===== src/hw/rtl/nrsr_pkg.sv =====
// ----------------------------------------------------------------------------
// nrsr_pkg
// Shared widths and the command/status bundles that join the run splitter's
// controller and datapath.
// ----------------------------------------------------------------------------
package nrsr_pkg;

  // Fixed field widths at the ports
  localparam int VALUE_W = 8;
  localparam int LEN_W   = 6;

  // Controller to datapath
  typedef struct packed {
    logic capture;     // latch the accepted input word
    logic append;      // add held word to the open run
    logic start_new;   // held word opens a fresh run at entry 0
    logic emit_init;   // begin emitting the open run
    logic emit_final;  // with emit_init: this emission ends the stream
    logic emit_load;   // move one buffered element into the output register
  } nrsr_cmd_t;

  // Datapath to controller
  typedef struct packed {
    logic brk;         // held word breaks the open run's direction
    logic fill;        // appending the held word fills the run
    logic hold_last;   // held word carries last_item
    logic out_free;    // output register can take a word this cycle
    logic emit_last;   // element being emitted is the run's final one
  } nrsr_status_t;

endpackage


===== src/hw/rtl/nrsr_ram.sv =====
// ----------------------------------------------------------------------------
// nrsr_ram
// Generic single-write, single-read RAM with registered read data.
// ----------------------------------------------------------------------------
module nrsr_ram #(
  parameter int WIDTH = 8,
  parameter int DEPTH = 32
) (
  input  logic                     clk,
  input  logic                     wr_en,
  input  logic [$clog2(DEPTH)-1:0] wr_addr,
  input  logic [WIDTH-1:0]         wr_data,
  input  logic [$clog2(DEPTH)-1:0] rd_addr,
  output logic [WIDTH-1:0]         rd_data
);

  logic [WIDTH-1:0] mem [DEPTH];

  // Write port and registered read port
  always_ff @(posedge clk) begin
    if (wr_en) begin
      mem[wr_addr] <= wr_data;
    end
    rd_data <= mem[rd_addr];
  end

endmodule


===== src/hw/rtl/nrsr_datapath.sv =====
// ----------------------------------------------------------------------------
// nrsr_datapath
// Run buffer, direction tracking, emit address generation and the output
// register of the run splitter.
// ----------------------------------------------------------------------------
module nrsr_datapath
  import nrsr_pkg::*;
#(
  parameter int DATA_WIDTH = 8,
  parameter int RUN_DEPTH  = 32
) (
  input  logic               clk,
  input  logic               rst,
  input  nrsr_cmd_t          cmd,
  output nrsr_status_t       status,
  input  logic [VALUE_W-1:0] value,
  input  logic               last_item,
  input  logic               out_stall,
  output logic               out_valid,
  output logic [VALUE_W-1:0] out_value,
  output logic [LEN_W-1:0]   run_length,
  output logic               run_reversed,
  output logic               run_end,
  output logic               stream_end
);

  localparam int CW = $clog2(RUN_DEPTH + 1);
  localparam int IW = $clog2(RUN_DEPTH);

  logic [DATA_WIDTH-1:0] hold_value;
  logic                  hold_last;
  logic [DATA_WIDTH-1:0] prev_value;
  logic                  asc;
  logic                  asc_next;
  logic [CW-1:0]         count;
  logic [IW-1:0]         emit_idx;
  logic                  emit_rev;
  logic                  emit_final;

  logic                  fits;
  logic                  emit_last;
  logic [CW-1:0]         rev_addr;
  logic                  wr_en;
  logic [IW-1:0]         wr_addr;
  logic [IW-1:0]         rd_addr;
  logic [DATA_WIDTH-1:0] rd_data;

  // Direction check of the held word against the open run
  assign fits = asc ? (prev_value <= hold_value) : (prev_value >= hold_value);

  // Second element of a run fixes its direction; stream end restores ascending
  always_comb begin
    asc_next = asc;
    if (cmd.append && (count == CW'(1))) begin
      asc_next = (prev_value <= hold_value);
    end else if (cmd.emit_load && emit_last && emit_final) begin
      asc_next = 1'b1;
    end
  end

  // Emit order: reversed runs read from the top down
  assign rev_addr  = count - CW'(1) - CW'(emit_idx);
  assign rd_addr   = emit_rev ? rev_addr[IW-1:0] : emit_idx;
  assign emit_last = (CW'(emit_idx) == (count - CW'(1)));

  // Buffer write: append at the fill point, a new run at entry 0
  assign wr_en   = cmd.append || cmd.start_new;
  assign wr_addr = cmd.start_new ? '0 : count[IW-1:0];

  nrsr_ram #(
    .WIDTH (DATA_WIDTH),
    .DEPTH (RUN_DEPTH)
  ) u_buf (
    .clk     (clk),
    .wr_en   (wr_en),
    .wr_addr (wr_addr),
    .wr_data (hold_value),
    .rd_addr (rd_addr),
    .rd_data (rd_data)
  );

  // Status back to the controller
  always_comb begin
    status.brk       = (count > CW'(1)) && !fits;
    status.fill      = (count == CW'(RUN_DEPTH - 1));
    status.hold_last = hold_last;
    status.out_free  = !out_valid || !out_stall;
    status.emit_last = emit_last;
  end

  // Held input word
  always_ff @(posedge clk) begin
    if (cmd.capture) begin
      hold_value <= DATA_WIDTH'(value);
      hold_last  <= last_item;
    end
  end

  // Run state: count, previous word, direction
  always_ff @(posedge clk) begin
    if (rst) begin
      count      <= '0;
      prev_value <= '0;
      asc        <= 1'b1;
    end else begin
      asc <= asc_next;
      if (cmd.append) begin
        count      <= count + CW'(1);
        prev_value <= hold_value;
      end else if (cmd.start_new) begin
        count      <= CW'(1);
        prev_value <= hold_value;
      end else if (cmd.emit_load && emit_last) begin
        count <= '0;
        if (emit_final) begin
          prev_value <= '0;
        end
      end
    end
  end

  // Emit pointer and run flags
  always_ff @(posedge clk) begin
    if (cmd.emit_init) begin
      emit_idx   <= '0;
      emit_rev   <= !asc_next;
      emit_final <= cmd.emit_final;
    end else if (cmd.emit_load) begin
      emit_idx <= emit_idx + IW'(1);
    end
  end

  // Output register
  always_ff @(posedge clk) begin
    if (rst) begin
      out_valid <= 1'b0;
    end else if (cmd.emit_load) begin
      out_valid <= 1'b1;
    end else if (!out_stall) begin
      out_valid <= 1'b0;
    end
  end

  always_ff @(posedge clk) begin
    if (cmd.emit_load) begin
      out_value    <= rd_data[VALUE_W-1:0];
      run_length   <= LEN_W'(count);
      run_reversed <= emit_rev;
      run_end      <= emit_last;
      stream_end   <= emit_last && emit_final;
    end
  end

endmodule


===== src/hw/rtl/nrsr_ctrl.sv =====
// ----------------------------------------------------------------------------
// nrsr_ctrl
// Sequencer of the run splitter: takes a word, classifies it against the
// open run and steps the datapath through run emission.
// ----------------------------------------------------------------------------
module nrsr_ctrl
  import nrsr_pkg::*;
(
  input  logic         clk,
  input  logic         rst,
  input  logic         in_valid,
  output logic         in_stall,
  input  nrsr_status_t status,
  output nrsr_cmd_t    cmd
);

  typedef enum logic [2:0] {
    IDLE,
    STEP,
    EMIT_ADDR,
    EMIT_LOAD,
    START_NEW
  } state_t;

  state_t state;
  state_t state_next;
  logic   after_break;
  logic   after_break_next;

  assign in_stall = rst || (state != IDLE);

  // Next state and datapath commands
  always_comb begin
    state_next       = state;
    after_break_next = after_break;
    cmd              = '0;
    case (state)
      IDLE: begin
        if (in_valid) begin
          cmd.capture = 1'b1;
          state_next  = STEP;
        end
      end
      STEP: begin
        if (status.brk) begin
          // emit the closed run before the held word opens a new one
          cmd.emit_init    = 1'b1;
          after_break_next = 1'b1;
          state_next       = EMIT_ADDR;
        end else begin
          cmd.append = 1'b1;
          if (status.fill || status.hold_last) begin
            cmd.emit_init    = 1'b1;
            cmd.emit_final   = status.hold_last;
            after_break_next = 1'b0;
            state_next       = EMIT_ADDR;
          end else begin
            state_next = IDLE;
          end
        end
      end
      EMIT_ADDR: begin
        state_next = EMIT_LOAD;
      end
      EMIT_LOAD: begin
        if (status.out_free) begin
          cmd.emit_load = 1'b1;
          if (status.emit_last) begin
            state_next = after_break ? START_NEW : IDLE;
          end else begin
            state_next = EMIT_ADDR;
          end
        end
      end
      START_NEW: begin
        cmd.start_new    = 1'b1;
        after_break_next = 1'b0;
        if (status.hold_last) begin
          // one-element run flushed by last_item
          cmd.emit_init  = 1'b1;
          cmd.emit_final = 1'b1;
          state_next     = EMIT_ADDR;
        end else begin
          state_next = IDLE;
        end
      end
      default: begin
        state_next = IDLE;
      end
    endcase
  end

  // State register
  always_ff @(posedge clk) begin
    if (rst) begin
      state       <= IDLE;
      after_break <= 1'b0;
    end else begin
      state       <= state_next;
      after_break <= after_break_next;
    end
  end

endmodule


===== src/hw/rtl/natural_run_splitter_reverser.sv =====
// ----------------------------------------------------------------------------
// natural_run_splitter_reverser
// Splits a word stream into maximal monotone runs, cut at RUN_DEPTH words, and
// emits each closed run in ascending order, with its length and reversed flag.
//
//   channel | direction | handshake           | words
//   in      | input     | in_valid / in_stall   | value, last_item
//   out     | output    | out_valid / out_stall | out_value, run_length,
//           |           |                       | run_reversed, run_end,
//           |           |                       | stream_end
//
// An input word is accepted in IDLE and classified in STEP; a break adds START_NEW.
// A closing run emits each element through EMIT_ADDR, for the buffer RAM's
// registered read, then EMIT_LOAD, which out_stall holds while a word waits.
// in_stall stays high while a word is classified or a run is emitted.
// Reset is synchronous; the run buffer is not cleared, count starts at 0.
// ----------------------------------------------------------------------------
module natural_run_splitter_reverser
  import nrsr_pkg::*;
#(
  parameter int DATA_WIDTH = 8,
  parameter int RUN_DEPTH  = 32
) (
  input  logic               clk,
  input  logic               rst,
  input  logic               in_valid,
  output logic               in_stall,
  input  logic [VALUE_W-1:0] value,
  input  logic               last_item,
  output logic               out_valid,
  input  logic               out_stall,
  output logic [VALUE_W-1:0] out_value,
  output logic [LEN_W-1:0]   run_length,
  output logic               run_reversed,
  output logic               run_end,
  output logic               stream_end
);

  nrsr_cmd_t    cmd;
  nrsr_status_t status;

  nrsr_ctrl u_ctrl (
    .clk      (clk),
    .rst      (rst),
    .in_valid (in_valid),
    .in_stall (in_stall),
    .status   (status),
    .cmd      (cmd)
  );

  nrsr_datapath #(
    .DATA_WIDTH (DATA_WIDTH),
    .RUN_DEPTH  (RUN_DEPTH)
  ) u_dp (
    .clk          (clk),
    .rst          (rst),
    .cmd          (cmd),
    .status       (status),
    .value        (value),
    .last_item    (last_item),
    .out_stall    (out_stall),
    .out_valid    (out_valid),
    .out_value    (out_value),
    .run_length   (run_length),
    .run_reversed (run_reversed),
    .run_end      (run_end),
    .stream_end   (stream_end)
  );

endmodule


===== config.mk =====
export PLATFORM = sky130hd
export DESIGN_NAME = natural_run_splitter_reverser
export DESIGN_NICKNAME = d
export VERILOG_FILES = /design/src/hw/rtl/nrsr_pkg.sv /design/src/hw/rtl/nrsr_ram.sv /design/src/hw/rtl/nrsr_datapath.sv /design/src/hw/rtl/nrsr_ctrl.sv /design/src/hw/rtl/natural_run_splitter_reverser.sv
export SDC_FILE = /design/constraint.sdc
export NUM_CORES = 1
export LEC_CHECK = 0
export BUFFER_PORTS_ARGS = -buffer_cell sky130_fd_sc_hd__buf_4
export CORE_MARGIN = 5
export CORE_UTILIZATION = 45
export CTS_CLUSTER_DIAMETER = 100
export DETAILED_ROUTE_END_ITERATION = 8
export GPL_TIMING_DRIVEN = 0
export PLACE_DENSITY = 0.67
export SLEW_MARGIN = 10
export SYNTH_ARGS = -nofsm -noshare
export SYNTH_HDL_FRONTEND = slang
export SYNTH_HIERARCHICAL = 1
export SYNTH_SLANG_ARGS = --single-unit

===== constraint.sdc =====
create_clock -name clk -period 9.6 [get_ports clk]
set_clock_uncertainty 0.1 [all_clocks]
set_input_delay 0.48 -clock clk [delete_from_list [all_inputs] [get_ports clk]]
set_output_delay 0.48 -clock clk [all_outputs]
set_load 0.005 [all_outputs]

---- Word level (Yosys, flattened, before mapping) ----
Memory sizes are Yosys's and may differ from the RTL's. A register that Yosys moved wholly into a read port is not among the register bits.
Index checks and enable logic that the tools add are counted.
cells by class
  add/sub/neg operators ................... 4
  $mul .................................... 0
  div/mod/pow operators ................... 0
  magnitude comparators ................... 3
  equal/unequal tests ..................... 11
  shift-type cells ........................ 0
  muxes and demuxes ....................... 39
  bitwise operators ....................... 0
  reductions and logical operators ........ 21
operator list
  operator                                                                          count
  8-bit two-way mux                                                                 4
  1-bit two-way mux                                                                 18
  6-bit two-way mux                                                                 3
  3-bit one-hot mux with 5 select lines                                             1
  3-bit two-way mux                                                                 4
  2-bit two-way mux                                                                 5
  5-bit two-way mux                                                                 2
  3-bit nonzero test                                                                3
  8-bit greater-or-equal comparator                                                 1
  8-bit less-or-equal comparator                                                    1
  6-bit by 1-bit adder with 6-bit output (second input constant)                    1
  3-bit by 2-bit == test with 1-bit output (second input constant)                  2
  5-bit by 6-bit == test with 1-bit output                                          1
  6-bit by 1-bit == test with 1-bit output (second input constant)                  1
  6-bit by 5-bit == test with 1-bit output (second input constant)                  1
  6-bit by 1-bit greater-than comparator with 1-bit output (second input constant)  1
  2-bit AND reduction                                                               3
  6-bit by 1-bit subtractor with 6-bit output (second input constant)               1
  5-bit by 1-bit adder with 5-bit output (second input constant)                    1
  1-bit logical AND                                                                 5
  5-bit subtractor                                                                  1
  1-bit logical NOT                                                                 4
  1-bit logical OR                                                                  4
  2-bit inequality test (second input constant)                                     2
  8 further kinds                                                                   8
storage, ports and cells
  bits in registers ....................... 53
  bits in latches ......................... 0
  RAM bits ................................ 256
  bits in read-only memories .............. 0
  bits of input ports ..................... 13
  output and inout bits ................... 19
  word-level logic and storage cells ...... 95
  memories ................................ 1
memories
  name            depth  width  rd ports  clocked after Yosys merged registers in  wr ports  line            source
  u_dp.u_buf.mem  32     8      1         1                                        1         nrsr_ram.sv:17  logic [WIDTH-1:0] mem [DEPTH];

---- Logic depth before layout (Yosys ltp) ----
  word-level depth ........................ 9
  gate-level depth with buffers ........... 13
  gate-level depth less buffers ........... 13

---- Cells and area by module ----
Netlist, hierarchy kept.
modules (own cells, without submodules)
  module         times used  cells an instance  area each (sq um)  sequential area each (sq um)
  nrsr_ram       1           417                10053.4            7847.5
  nrsr_datapath  1           199                2366.0             1261.2
  nrsr_ctrl      1           32                 245.2              80.1

---- Worst setup path after synthesis ----
No wires, ideal clock.
  path kind ............................... register -> register
  start point ............................. register u_dp.hold_value[6]
  end point ............................... memory u_dp.u_buf.mem[28][0], enable pin
  setup time .............................. 0.370 ns
  arrival time ............................ 3.215 ns
  required time ........................... 9.130 ns
  path slack .............................. 5.915 ns
  stages on the path, launching flop included .. 13
  buffers on the path ..................... 1
  clock period less this slack ............ 3.685 ns
  cells stage by stage .................... edfxtp_1 -> inv_1 -> ha_1 -> a21oi_1 -> nand2_1 -> a21oi_1 -> a211oi_1 -> a31o_1 -> nor2_2 -> or2_1 -> or3b_2 -> clkbuf_1 -> nor2_1
RTL lines
  element                   line                 source
  start: declaration        nrsr_datapath.sv:30  logic [DATA_WIDTH-1:0] hold_value;
  start signal: assignment  nrsr_datapath.sv:94  hold_value <= DATA_WIDTH'(value);
  end: declaration          nrsr_ram.sv:17

==> out/qor.yml <==
cts_resized: 0
h-tree-depth: 1
seq_area_frac_synth_pct: 72.6
switching_power_mw: 0.715
antenna_found_initial: 0
die_h_um: 178
synth_area_um2: 12700
setup.worst_path.end: "u_dp/u_buf/mem[8][2]"
drc: 0
finalHoldViolations: 0
rsz0062_at_grt: "no"
wl_per_cell_um: 22.8
period_minus_slack_ps: 4980
power_mw: 3.17
hpwl_um: 17000
path_clk_slew_ps: 60
ant_nets: 0
slew_viol_final: 0
tns_ps: 0
worstPathRequired_ps: 9690
grt_max_degree: 35
synth_warnings: 6
dr.pass1.iters: 5
ys_types: 57
overflow: 0
core.rowCount: 61
fin_util_pct: 52.7
synth_nets: 678
ys_ff_latch: 317
crit_type: "flop to flop"
seq_power_share_pct: 49.5
synth.area.top_cells: "edfxtp_1, mux4_2, dfxtp_1, ha_1, nor2_1"
critPathMaxFanout: 34
arrival_ps: 5070
internal_power_mw: 2.46
grt.total_usage_pct: 16.6
clock_power_share_pct: 38.7
worstReg2RegStart: "u_dp/hold_value[6]"
drive_above_1_share_pct: 27.5
synth_edf_count: 284
antennaDiodeCount: 0
coreArea_um2: 27800
max_freq_mhz: 201
hold_class: "input port to flop"
die_w_um: 178
switching_share_pct: 22.5
finalWeightedCongestion: 0.812
grt_pass1_wl_um: 39600
areaGrowthSynthToFinish_pct: 15.6
drtIter0Drc: 614
timing.rr.end: "u_dp/u_buf/mem[8][2]"
p_comb_share_pct: 11.7
dpl-instance-area_um2: 13400
synth_common_cells: "edfxtp_1, mux4_2, nor2_1"
p_leak_nw: 4.77
power_density_nw_per_um2: 217
vias: 6364
cts_made_buffers: 31
io_buffer_count: 31
setup_viol: 0
synth_flop_cell: "edfxtp_1"
start_util_pct: 45.6
slew_headroom_pct: 22.4
r2r_setup_slack_ps: 4620
cts_setup_buffers: 0
clockBufferDepth: 3
cts-root-buf: "clkbuf_16"
maxCapViolCount: 0
cts_tree: "yes"
outcome: "finished, final reports clean"
cts_hold_buf: 9
postSynthAreaPerCell_um2: 19.5
final_nets: 758
first_global_vias: 6489
setup_slack_ps: 4620
dp_slack_ps: 4550
cp-start-kind: "flop"
cp-end-kind: "flop"
dieArea_um2: 31600
synth_top_cell_area_share_pct: 67.3
via_per_inst: 5.63
period_share_pct: 51.9
worstSkewPairLatency_ps: 560
r2r_cells: 12
synth_cells: 648
cp-startpoint: "u_dp/hold_value[6]"
io_pins: 32
async_reset_ff_share_pct: 0
yosysMostFrequentCell: "edfxtp_1"
yosys.area.top_type: "edfxtp_1"
cts.sinks: 317
fin_area_um2: 14600
worst_pin_slew_ps: 1160
ir_worst_vdd_mv: 0.128
routed_wl_um: 25800
==> cells in the final DEF (no fill, tap or decap), types with 5 or more instances in the layout <==
cell and count:
inv_1 21, clkinv_2 6, clkbuf_16 32, a22o_1 8
a21o_1 6, dlygate4sd3_1 9, nand2_1 7, mux4_2 80
nor3_1 5, buf_1 7, nand3b_1 6, nor2_1 52
clkbuf_1 8, edfxtp_1 284, nand3_1 9, clkinvlp_4 7
nor2b_1 5, xnor2_1 5, mux2_2 8, ha_1 16
nand4_1 7, a21oi_1 12, xor2_1 6, dfxtp_1 33
buf_4 40
==> worst min path at each step <==
| stage | start | slack [ps] | cells after the start | end |
|---|---|---|---|---|
| 2_1_floorplan | u_dp/u_buf/rd_data[0] | 290 | 0 | u_dp/out_value[0] |
| 3_3_place_gp | u_dp/u_buf/rd_data[3] | 290 | 0 | u_dp/out_value[3] |
| 3_5_place_dp | u_dp/u_buf/rd_data[1] | 290 | 0 | u_dp/out_value[1] |
| 4_1_cts | rst | 50 | 2 | u_dp/out_valid |
| 5_1_grt | rst | 80 | 2 | u_dp/out_valid |
| 6_report | rst | 70 | 2 | u_dp/out_valid |
==> cell families (layout without fill, tap and decap cells) <==
kind of cell	count (synthesis)	in the layout	share of synthesized area, %
AO/OA/AOI/OAI	49	49	3.08
XOR/XNOR	13	13	1.02
adder cells (fa/ha/maj)	17	17	1.74
buffers and inverters	50	155	1.94
flip-flops	317	317	72.6
multiplexers	90	90	15.1
AND/OR/NAND/NOR	112	112	4.57
==> through the flow <==
step / hold WS (ps) / instances
after floorplan: 286 / 648
final: 73.3 / 1131
after detailed placement: 289 / 1058
after global placement: 293 / 1057
after global routing: 82.2 / 1131
after CTS: 49.7 / 1125
==> metal layers <==
metal	vias up	track usage (%)	routed length (um)
met3	33	2.68	1710
met5	-	0	0
met1	3312	23.7	10900
li1	2777	-	-
met2	242	27.3	12800
met4	0	3.71	392
==> state kept, by name, summed over array words and instances, names as in the netlist <==
register            flops
u_dp/u_buf/mem        256
u_dp/emit_idx           5
u_dp/run_length         6
u_dp/run_reversed       1
u_dp/u_buf/rd_data      8
u_dp/count              6
u_dp/emit_rev           1
u_dp/hold_value         8
u_ctrl/after_break      1
u_ctrl/state            3
u_dp/asc                1
u_dp/run_end            1
u_dp/emit_final         1
u_dp/out_value          8
u_dp/hold_last          1
u_dp/out_valid          1
u_dp/stream_end         1
u_dp/prev_value         8
==> worst max-delay path, cell delays in order, from the launching register on <==
cell and delay (ps):
edfxtp_1 1120, inv_1 150, ha_1 380, a21oi_1 150
nand2_1 70, a21oi_1 270, a211oi_1 120, a31o_1 230
nor2_2 250, or2_1 260, or3b_2 460, clkbuf_1 260
nor2_1 780
==> power by group through the flow <==
stage	clock [mW]	sequential (mW)	combinational [mW]
after global routing	1.31	1.58	0.402
after CTS	1.25	1.58	0.360
after detailed placement	0	1.61	0.355
after global placement	0	1.61	0.350
after floorplan	0	1.59	0.264
final	1.23	1.57	0.372
==> area by class of cell <==
| class | instances | area (um^2) |
|---|---|---|
| plain buffers | 29 | 166 |
| fillers | 2181 | 13100 |
| clock inverters | 23 | 235 |
| flip-flops and latches | 317 | 9190 |
| well taps | 378 | 473 |
| clock buffers | 35 | 821 |
| multi-input cells | 281 | 3240 |
| inverters | 21 | 78.8 |
| repair buffers | 47 | 439 |
Note: power is estimated with default switching activity, not from simulation.
